===== src/hdl/pts_pkg.sv =====
// Shared types and codes for the priority task scheduler.
package pts_pkg;

  // Operation codes carried by an input word.
  typedef enum logic [2:0] {
    OP_CREATE = 3'd0,
    OP_DELETE = 3'd1,
    OP_DELAY  = 3'd2,
    OP_END    = 3'd3,
    OP_PICK   = 3'd4
  } op_t;

  // Status of one task slot.
  typedef enum logic [1:0] {
    ST_FREE  = 2'd0,
    ST_READY = 2'd1,
    ST_SLEEP = 2'd2
  } status_t;

  // Command word that travels down the slot chain, one cell per cycle.
  typedef struct packed {
    logic        valid;
    op_t         op;
    logic [15:0] handle;
    logic [7:0]  prio;
    logic [31:0] delay_ms;
    logic [31:0] now_ms;
    logic        del_en;
    logic        done;
    logic        ok;
    logic        sw;
    logic [7:0]  best_prio;
  } sweep_t;

endpackage


===== src/hdl/pts_cell.sv =====
// One task slot of the scheduler chain: slot state plus a sweep stage.
module pts_cell
  import pts_pkg::*;
#(
  parameter int IDX_W    = 3,
  parameter int SLOT_IDX = 1
) (
  input  logic             clk,
  input  logic             rst_n,
  input  logic [IDX_W-1:0] cur_i,
  input  sweep_t           pkt_i,
  input  logic [IDX_W-1:0] best_i,
  output sweep_t           pkt_o,
  output logic [IDX_W-1:0] best_o
);

  localparam logic [IDX_W-1:0] MY_IDX = IDX_W'(SLOT_IDX);

  status_t     status_r, status_nxt;
  logic [7:0]  prio_r, prio_nxt;
  logic [15:0] handle_r, handle_nxt;
  logic [31:0] start_r, start_nxt;
  logic [31:0] len_r, len_nxt;
  sweep_t      pkt_r, pkt_nxt;
  logic [IDX_W-1:0] best_r, best_nxt;
  logic [31:0] elapsed;
  logic        is_cur;
  status_t     eff_status;

  // Apply the passing command word to this slot and update the word.
  always_comb begin
    status_nxt = status_r;
    prio_nxt   = prio_r;
    handle_nxt = handle_r;
    start_nxt  = start_r;
    len_nxt    = len_r;
    pkt_nxt    = pkt_i;
    best_nxt   = best_i;
    elapsed    = pkt_i.now_ms - start_r;
    is_cur     = (cur_i == MY_IDX);
    eff_status = status_r;
    if (status_r == ST_SLEEP && elapsed >= len_r) begin
      eff_status = ST_READY;
    end
    if (pkt_i.valid) begin
      unique case (pkt_i.op)
        OP_CREATE: begin
          if (!pkt_i.done && status_r == ST_FREE) begin
            status_nxt  = ST_READY;
            handle_nxt  = pkt_i.handle;
            prio_nxt    = pkt_i.prio;
            pkt_nxt.done = 1'b1;
            pkt_nxt.ok   = 1'b1;
            best_nxt     = MY_IDX;
          end
        end
        OP_DELETE: begin
          if (pkt_i.del_en && status_r != ST_FREE && handle_r == pkt_i.handle) begin
            status_nxt = ST_FREE;
            if (is_cur) begin
              pkt_nxt.sw = 1'b1;
            end
          end
        end
        OP_DELAY: begin
          if (is_cur && status_r == ST_READY) begin
            status_nxt = ST_SLEEP;
            start_nxt  = pkt_i.now_ms;
            len_nxt    = pkt_i.delay_ms;
            pkt_nxt.ok = 1'b1;
          end
        end
        OP_END: begin
          if (is_cur) begin
            status_nxt = ST_FREE;
          end
        end
        OP_PICK: begin
          status_nxt = eff_status;
          if (eff_status == ST_READY && prio_r >= pkt_i.best_prio) begin
            best_nxt          = MY_IDX;
            pkt_nxt.best_prio = prio_r;
          end
        end
        default: begin
        end
      endcase
    end
  end

  // Slot state and the stage register toward the next cell.
  always_ff @(posedge clk) begin
    if (!rst_n) begin
      status_r    <= ST_FREE;
      pkt_r.valid <= 1'b0;
    end else begin
      status_r    <= status_nxt;
      pkt_r.valid <= pkt_nxt.valid;
    end
    prio_r   <= prio_nxt;
    handle_r <= handle_nxt;
    start_r  <= start_nxt;
    len_r    <= len_nxt;
    pkt_r.op        <= pkt_nxt.op;
    pkt_r.handle    <= pkt_nxt.handle;
    pkt_r.prio      <= pkt_nxt.prio;
    pkt_r.delay_ms  <= pkt_nxt.delay_ms;
    pkt_r.now_ms    <= pkt_nxt.now_ms;
    pkt_r.del_en    <= pkt_nxt.del_en;
    pkt_r.done      <= pkt_nxt.done;
    pkt_r.ok        <= pkt_nxt.ok;
    pkt_r.sw        <= pkt_nxt.sw;
    pkt_r.best_prio <= pkt_nxt.best_prio;
    best_r          <= best_nxt;
  end

  assign pkt_o  = pkt_r;
  assign best_o = best_r;

endmodule


===== src/hdl/priority_task_scheduler_with_sleep.sv =====
// Fixed-priority task scheduler with timed sleep: control, idle slot and slot chain.
//
// The command word is registered at the start edge and walks the chain of slot cells from
// slot 1 up, one cell per cycle, and a last register stage holds the result and raises the
// result strobe. busy is high for that whole time, and a start while busy is not taken. A
// new word may be started in the cycle in which out_valid is high. out_valid lasts exactly
// one cycle and cannot be held off, so the receiver must capture the result then.
module priority_task_scheduler_with_sleep
  import pts_pkg::*;
#(
  parameter int NUM_SLOTS = 8
) (
  input  logic        clk,
  input  logic        rst_n,
  input  logic        cfg_wr_en,
  input  logic [15:0] cfg_wr_data,
  input  logic        start,
  output logic        busy,
  input  logic [2:0]  in_opcode,
  input  logic [15:0] in_task_handle,
  input  logic [7:0]  in_priority_req,
  input  logic [31:0] in_delay_ms,
  input  logic [31:0] in_now_ms,
  output logic        out_valid,
  output logic        out_ok,
  output logic [2:0]  out_slot,
  output logic        out_switch_request,
  output logic [2:0]  out_current_task
);

  localparam int IDX_W = (NUM_SLOTS > 2) ? $clog2(NUM_SLOTS) : 1;

  typedef enum logic {
    S_IDLE,
    S_SWEEP
  } state_t;

  state_t            state_r;
  logic [15:0]       prot_r;
  logic [IDX_W-1:0]  cur_r;
  logic              slot0_sleep_r;
  logic              accept;
  op_t               op_in;
  logic              cur_is_idle;
  logic              del_en;
  sweep_t            launch_nxt;
  sweep_t            pkt    [NUM_SLOTS];
  logic [IDX_W-1:0]  best   [NUM_SLOTS];
  sweep_t            tail;
  logic [IDX_W-1:0]  tail_best;
  logic [IDX_W+2:0]  best_ext;
  logic [IDX_W+2:0]  cur_ext;
  logic [IDX_W-1:0]  cur_nxt;

  assign accept      = start && (state_r == S_IDLE);
  assign busy        = (state_r == S_SWEEP);
  assign op_in       = op_t'(in_opcode);
  assign cur_is_idle = (cur_r == '0);
  assign del_en      = (in_task_handle != prot_r);
  assign tail        = pkt[NUM_SLOTS-1];
  assign tail_best   = best[NUM_SLOTS-1];

  // Build the command word, with the flags that are known before the sweep already set.
  always_comb begin
    launch_nxt           = '0;
    launch_nxt.valid     = accept;
    launch_nxt.op        = op_in;
    launch_nxt.handle    = in_task_handle;
    launch_nxt.prio      = in_priority_req;
    launch_nxt.delay_ms  = in_delay_ms;
    launch_nxt.now_ms    = in_now_ms;
    launch_nxt.del_en    = del_en;
    unique case (op_in)
      OP_DELETE: launch_nxt.ok = del_en;
      OP_DELAY: begin
        launch_nxt.ok = cur_is_idle && !slot0_sleep_r;
        launch_nxt.sw = 1'b1;
      end
      OP_END: begin
        launch_nxt.ok = !cur_is_idle;
        launch_nxt.sw = !cur_is_idle;
      end
      OP_PICK: launch_nxt.ok = 1'b1;
      default: begin
      end
    endcase
  end

  // Pick makes the chosen slot current; other operations keep it.
  always_comb begin
    cur_nxt = cur_r;
    if (tail.valid && tail.op == OP_PICK) begin
      cur_nxt = tail_best;
    end
  end

  assign best_ext = {3'b000, tail_best};
  assign cur_ext  = {3'b000, cur_nxt};

  // Control state, idle slot, register and result strobe.
  always_ff @(posedge clk) begin
    if (!rst_n) begin
      state_r       <= S_IDLE;
      prot_r        <= '0;
      cur_r         <= '0;
      slot0_sleep_r <= 1'b0;
      out_valid     <= 1'b0;
      pkt[0].valid  <= 1'b0;
    end else begin
      if (cfg_wr_en) begin
        prot_r <= cfg_wr_data;
      end
      pkt[0].valid <= launch_nxt.valid;
      out_valid    <= tail.valid;
      cur_r        <= cur_nxt;
      if (accept && op_in == OP_DELAY && cur_is_idle) begin
        slot0_sleep_r <= 1'b1;
      end
      unique case (state_r)
        S_IDLE: begin
          if (accept) begin
            state_r <= S_SWEEP;
          end
        end
        S_SWEEP: begin
          if (tail.valid) begin
            state_r <= S_IDLE;
          end
        end
        default: state_r <= S_IDLE;
      endcase
    end
    pkt[0].op          <= launch_nxt.op;
    pkt[0].handle      <= launch_nxt.handle;
    pkt[0].prio        <= launch_nxt.prio;
    pkt[0].delay_ms    <= launch_nxt.delay_ms;
    pkt[0].now_ms      <= launch_nxt.now_ms;
    pkt[0].del_en      <= launch_nxt.del_en;
    pkt[0].done        <= launch_nxt.done;
    pkt[0].ok          <= launch_nxt.ok;
    pkt[0].sw          <= launch_nxt.sw;
    pkt[0].best_prio   <= launch_nxt.best_prio;
    best[0]            <= '0;
    out_ok             <= tail.ok;
    out_slot           <= best_ext[2:0];
    out_switch_request <= tail.sw;
    out_current_task   <= cur_ext[2:0];
  end

  // Chain of slot cells, slots 1 and up.
  for (genvar i = 1; i < NUM_SLOTS; i++) begin : g_cell
    pts_cell #(
      .IDX_W    (IDX_W),
      .SLOT_IDX (i)
    ) u_cell (
      .clk    (clk),
      .rst_n  (rst_n),
      .cur_i  (cur_r),
      .pkt_i  (pkt[i-1]),
      .best_i (best[i-1]),
      .pkt_o  (pkt[i]),
      .best_o (best[i])
    );
  end

  // A result only follows a sweep in progress.
  a_out_after_busy: assert property (@(posedge clk) disable iff (!rst_n)
    out_valid |-> $past(busy))
    else $error("result strobe without an operation in progress");

  // An accepted word keeps the block busy until its result.
  a_accept_busy: assert property (@(posedge clk) disable iff (!rst_n)
    (start && !busy) |=> (busy || out_valid))
    else $error("accepted word did not start a sweep");

  // A rejected operation never reports a slot.
  a_reject_slot: assert property (@(posedge clk) disable iff (!rst_n)
    (out_valid && !out_ok) |-> (out_slot == 3'd0))
    else $error("rejected operation reported a slot");

  // The strobe lasts one cycle.
  a_strobe_pulse: assert property (@(posedge clk) disable iff (!rst_n)
    out_valid |=> !out_valid)
    else $error("result strobe longer than one cycle");

endmodule

===== config.mk =====
export PLATFORM = sky130hd
export DESIGN_NAME = priority_task_scheduler_with_sleep
export DESIGN_NICKNAME = d
export VERILOG_FILES = /design/src/hdl/pts_pkg.sv /design/src/hdl/pts_cell.sv /design/src/hdl/priority_task_scheduler_with_sleep.sv
export SDC_FILE = /design/constraint.sdc
export NUM_CORES = 2
export LEC_CHECK = 0
export BUFFER_PORTS_ARGS = -buffer_cell sky130_fd_sc_hd__buf_2
export CORE_MARGIN = 2
export CORE_UTILIZATION = 29
export DETAILED_ROUTE_END_ITERATION = 12
export HOLD_SLACK_MARGIN = 0.08
export PLACE_DENSITY_LB_ADDON = 0.12
export SLEW_MARGIN = 20
export SYNTH_ARGS = -nofsm -noshare
export SYNTH_HDL_FRONTEND = slang
export SYNTH_SLANG_ARGS = --single-unit

===== constraint.sdc =====
create_clock -name clk -period 7.8 [get_ports clk]
set_input_delay 0.78 -clock clk [delete_from_list [all_inputs] [get_ports clk]]
set_output_delay 0.78 -clock clk [all_outputs]
set_load 0.01 [all_outputs]

=== Word-level counts from Yosys, hierarchy flattened ===
Index checks and enable logic that the tools add are counted.

* Register bits: 1406
* Bits in latches: 0
* RAM bits: 0
* Memory bits (read-only): 0
* Memories kept: 0

* Add/subtract/negate cells: 7
* Multiply operators: 0
* Div/mod/pow operators: 0
* Magnitude comparators: 14
* Equal/unequal tests: 97
* Shift-type cells: 0
* Mux-type cells: 143
* Bitwise logic cells: 1
* Reduce and logical (&&, ||, !) cells: 106

{| class="wikitable"
|+ Operators by type and width
! operator !! count
|-
| 32-bit greater-or-equal comparator || 7
|-
| 32-bit subtractor || 7
|-
| 16-bit == test || 7
|-
| 8-bit 2-to-1 mux || 14
|-
| 2-bit 2-to-1 mux || 41
|-
| 2-bit case mux with 5 select lines || 7
|-
| 3-bit 2-to-1 mux || 19
|-
| 2-bit by 1-bit inequality test with 1-bit output, second input constant || 28
|-
| 11-bit 2-to-1 mux || 5
|-
| 3-bit by 2-bit == test with 1-bit output, second input constant || 18
|-
| 8-bit greater-or-equal comparator || 6
|-
| 1-bit logical AND || 46
|-
| 3-bit AND reduction || 15
|-
| 3-bit case mux with 2 select lines || 7
|-
| 6-bit AND reduction || 7
|-
| 3-bit == test, second input constant || 13
|-
| 1-bit 2-to-1 mux || 38
|-
| 5-bit nonzero test || 7
|-
| 2-bit by 1-bit == test with 1-bit output, second input constant || 14
|-
| 3-bit by 1-bit == test with 1-bit output, second input constant || 9
|-
| 3-bit zero test || 8
|-
| 10-bit 2-to-1 mux || 2
|-
| 1-bit case mux with 2 select lines || 9
|-
| 16-bit inequality test || 1
|-
| other kinds (8) || 33
|}

=== Depth between registers and ports, before layout ===
* Depth in word-level cells: 9
* Depth in mapped cells: 24
* Gate-level depth less buffers: 23

=== Hierarchy ===
From an unflattened synthesis, not the netlist that was laid out.

* Cell total of the unflattened synthesis: 4919
* Area total of the unflattened synthesis: 60171.5 um2

{| class="wikitable"
|+ Modules (own cells, without submodules)
! module !! times used !! cells an instance !! area each (um2) !! sequential area each (um2)
|-
| pts_cell at g_cell[3].u_cell ... || 2 || 687 || 8227.9 || 4824.6
|-
| pts_cell at g_cell[1].u_cell || 1 || 689 || 8315.5 || 4824.6
|-
| pts_cell at g_cell[4].u_cell || 1 || 686 || 8164.1 || 4824.6
|-
| pts_cell at g_cell[2].u_cell || 1 || 671 || 8150.3 || 4824.6
|-
| pts_cell at g_cell[6].u_cell || 1 || 650 || 8021.4 || 4824.6
|-
| pts_cell at g_cell[7].u_cell || 1 || 643 || 7970.1 || 4824.6
|-
| priority_task_scheduler_with_sleep || 1 || 206 || 3094.2 || 2502.4
|}

=== Worst setup path before layout ===
OpenSTA, ideal clock, no wires.

* Path kind: reg2reg
* Start point: reg cur_r[2]
* End point: reg g_cell[5].u_cell.status_r[1]
* Arrival time: 8109 ps
* Setup slack: -367 ps
* Cell stages (with the launch flop): 6
* Clock period less this slack: 8167 ps
* Cell sequence: dfxtp_1 -> nor2b_1 -> nand3_1 -> nor4b_1 -> and2_1 -> a31o_2

* Word-level cells in the longest chain between the ends: 4
* Elaborated cells between the ends (all ways): 5

{| class="wikitable"
|+ RTL lines
! what !! RTL line !! RTL
|-
| start: declaration || priority_task_scheduler_with_sleep.sv:40 || <nowiki>logic [IDX_W-1:0] cur_r;</nowiki>
|-
| start signal: assignment || priority_task_scheduler_with_sleep.sv:115 || <nowiki>cur_r <= cur_nxt;</nowiki>
|-
| 3-bit == test * || pts_cell.sv:40 || <nowiki>is_cur = (cur_i == MY_IDX);</nowiki>
|-
| 1-bit logical AND || pts_cell.sv:66 || <nowiki>if (is_cur && status_r == ST_READY) begin</nowiki>
|-
| 2-bit by 1-bit inequality test with 1-bit output (no source line) || - ||
|-
| 6-bit AND reduction (no source line) * || - ||
|-
| end signal: assignment || pts_cell.sv:97 || <nowiki>status_r <= status_nxt;</nowiki>
|-
| end: declaration || pts_cell.sv:19 || <nowiki>status_t status_r, status_nxt;</nowiki>
|}

Every way passes the cells marked *; elsewhere a longest branch is shown, timed or not.
A chain may end at the register's enable or synchronous reset.

==> impl_metrics.tcl <==
set metrics [dict create \
    run_status "completed" \
    clock_path_buffers 3 \
    htreeDepth 4 \
    grt_use_total 0.1195 \
    post_route_cells_drive_above_1_share 0.09462 \
    tritoncts_clock_tree "built" \
    fin_total_pwr_mw 16.26 \
    synthArstFlopShare 0 \
    totalWireLength_mm 117.1 \
    syn_area_mm2 0.05595 \
    hold_class "input pin to flop" \
    yosys_warnings 0 \
    cp_data_required_time_ns 8.45 \
    clock-skew-final_ns 0.03629 \
    drt.antenna.violating_nets 0 \
    wl_per_cell_um 15.61 \
    power.switching_mw 3.584 \
    period_needed_ns 5.920 \
    first_pass_grt_wire_length_mm 183.9 \
    startpoint_type "flop" \
    io-pin-count 121 \
    layout-area-overhead-vs-synth_pct 17.58 \
    timing_hold_violations_final 0 \
    p_int_mw 12.68 \
    numPortBuffers 120 \
    synthesis.area_per_instance_um2 12.41 \
    worst-path-max-fanout 11 \
    setup.worst_path.class "flop to flop" \
    cts_made_buffers 154 \
    synthFlopType "dfxtp_1" \
    vdd_ir_max_v 0.0001943 \
    power.switching_fraction 0.2204 \
    static_leakage_nw 27.54 \
    gpl.final_weighted_congestion 0.8229 \
    drt_iter0_markers 1458 \
    num_rows 161 \
    synth_top_cell_by_area "edfxtp_1" \
    power_density_mw_per_mm2 247.2 \
    syn-instance-count 4510 \
    grt_start_max_net_pins 68 \
    max_freq_mhz 168.9 \
    end_kind "flop" \
    fp.coreArea_mm2 0.1922 \
    power.share.clock 0.453 \
    clk-insertion-delay-late_ns 0.79 \
    cts_sinks 1402 \
    max_slew_headroom 0.3247 \
    timing.final.max_slew_violations 0 \
    maxCapViolations 0 \
    netlist-cell-type-count 79 \
    final.setup.tns_ns 0 \
    rsz0062_at_grt "false" \
    setup-violations-final 0 \
    synth_area_leaders "edfxtp_1 (33%), dfxtp_1 (28%), ha_1 (11%)" \
    antenna_found_initial 0 \
    initial_core_util 0.2911 \
    die_width_um 443.2 \
    die_area_mm2 0.1965 \
    layout_setup_ws_ns 1.880 \
    timing.final.crit_share 0.7589 \
    synthDominantCellAreaShare 0.3306 \
    hpwl_mm 87.83 \
    globalRoute.totalOverflow 0 \
    cts-root-buf "clkbuf_16" \
    layout.nets 5456 \
    drc_errors 0 \
    synth-edff-count 616 \
    place_worst_setup_slack_ns 1.811 \
    sequentialPowerShare 0.494 \
    syn_nets 5117 \
    clk_pin_slew_worst_paths_ns 0.06 \
    viasPerCell 4.238 \
    critPathArrivalTime_ns 6.57 \
    combPwrFrac 0.054 \
    tightest_slew_ns 0.9874 \
    number_of_optimization_iterations_in_the_first_detailed_route_pass 5 \
    die-height_um 443.2 \
    grt_pass1_vias 32550 \
    dr_total_vias 31810 \
    cts_resized 0 \
    ys_ff_latch 1402 \
    synth-seq-area-share 0.6119 \
]
-- per-stage QoR --
stage / cells / cell area, um2 / hold slack (ns) / utilization
after floorplan: 4510 / 55970 / 0.3096 / -
after global placement: 7142 / 59820 / 0.3166 / 0.3113
after detailed placement: 7142 / 59820 / 0.3184 / 0.3113
after CTS: 7504 / 65780 / 0.08409 / 0.3423
after global routing: 7504 / 65780 / 0.1037 / 0.3423
final: 7505 / 65780 / 0.1627 / 0.3423
-- timing repair --
item                                   4_1_cts  5_1_grt
hold buffers                                77        0
buffers inserted                             0        0
endpoints found under the hold margin       77        0
-- power groups by stage --
| stage | clock network, mW | registers, mW | logic (mW) |
|---|---|---|---|
| 6_report | 7.36 | 8.03 | 0.872 |
| 5_1_grt | 7.93 | 8.06 | 0.993 |
| 4_1_cts | 7.65 | 8.04 | 0.887 |
| 3_5_place_dp | 0 | 8.20 | 0.851 |
| 3_3_place_gp | 0 | 8.20 | 0.848 |
| 2_1_floorplan | 0 | 8.09 | 0.628 |
-- sequential cells by signal, indices dropped and copies added, names as in the netlist, 3 cells and up --
register                count
prot_r                     16
g_cell.u_cell.start_r     224
g_cell.u_cell.prio_r       56
g_cell.u_cell.best_o       17
g_cell.u_cell.pkt_o       630
g_cell.u_cell.len_r       224
out_slot                    3
g_cell.u_cell.handle_r    112
cur_r                       3
pkt                        95
g_cell.u_cell.status_r     14
out_current_task            3
-- synthesized netlist by cell type (20+ instances only) --
library cell	number
edfxtp_1	616
o21a_1	45
o21ai_0	120
xor2_1	115
nor2_1	175
o211ai_1	26
nor3_1	52
mux2_2	44
nand4_1	77
or3_1	21
and2_1	27
dfxtp_1	786
nor2b_1	45
nand3_1	66
a21oi_1	261
ha_1	489
inv_1	562
a211oi_1	22
nand2_1	134
mux2i_1	20
o21bai_1	35
and3_1	26
xnor2_1	214
nand2b_1	49
a21o_1	186
nor4_1	30
clkbuf_1	31
-- metal layers --
metal | share of wire | global-route usage
met1 | 0.53 | 0.1745
met2 | 0.41 | 0.1768
met3 | 0.031 | 0.02236
met4 | 0.026 | 0.03884
met5 | 0 | 0
-- final timing paths --
path                                           start                                 to  slack [ns]  cells after the start
setup / recovery  g_cell[3].u_cell.pkt_o[12]$_DFF_P_  g_cell[4].u_cell.pkt_o[3]$_DFF_P_        1.88                     23
hold / removal                    in_task_handle[13]                   pkt[825]$_DFF_P_        0.16                      1
hold reg to reg    g_cell[7].u_cell.pkt_o[9]$_DFF_P_                     out_ok$_DFF_P_        0.33                      0
setup reg to reg  g_cell[3].u_cell.pkt_o[12]$_DFF_P_  g_cell[4].u_cell.pkt_o[3]$_DFF_P_        1.88                     23
-- critical path, stage by stage (launching register included) --
cell and delay, ns:
dfxtp_1 0.32, inv_1 0.05, ha_1 0.16, inv_1 0.06, fa_1 0.48, a211oi_1 0.23, o21bai_1 0.17, a2111oi_0 0.47
buf_4 0.22, o32ai_1 0.17, a211o_1 0.33, a21oi_1 0.30, o21ba_2 0.17, o21bai_1 0.06, xor2_1 0.15, ha_1 0.28
nand4_1 0.13, nor2_1 0.23, nand2_1 0.07, nor3_1 0.28, a2111oi_0 0.17, buf_4 0.23, nor2_1 0.65, mux2_2 0.42
-- area by class of cell --
type / instances / area (um2)
fill: 19060 / 126400
timing repair buffer: 215 / 1506
inverter: 563 / 2113
antenna: 1 / 2.502
clock buffer: 209 / 4378
sequential: 1402 / 34230
clock inverter: 76 / 813.3
multi-input combinational: 2513 / 19580
tap: 2526 / 3161
-- cell usage in the layout (no fill, tap or decap), drive strengths merged, types with 134 or more instances in the layout --
cell type	count
dfxtp	786
edfxtp	616
inv	573
ha	489
a21oi	261
xnor2	214
clkbuf	209
a21o	187
nor2	175
buf	138
nand2	134
-- kinds of logic after synthesis --
kind of cell,count (synthesis),synth area share
flops,1402,0.6119
buf+inv,595,0.03992
fa+ha+maj,496,0.1119
simple gates,760,0.07038
xor+xnor,329,0.05150
compound gates,864,0.1020
mux,64,0.01243
Note: power is estimated with default switching activity, not from simulation.
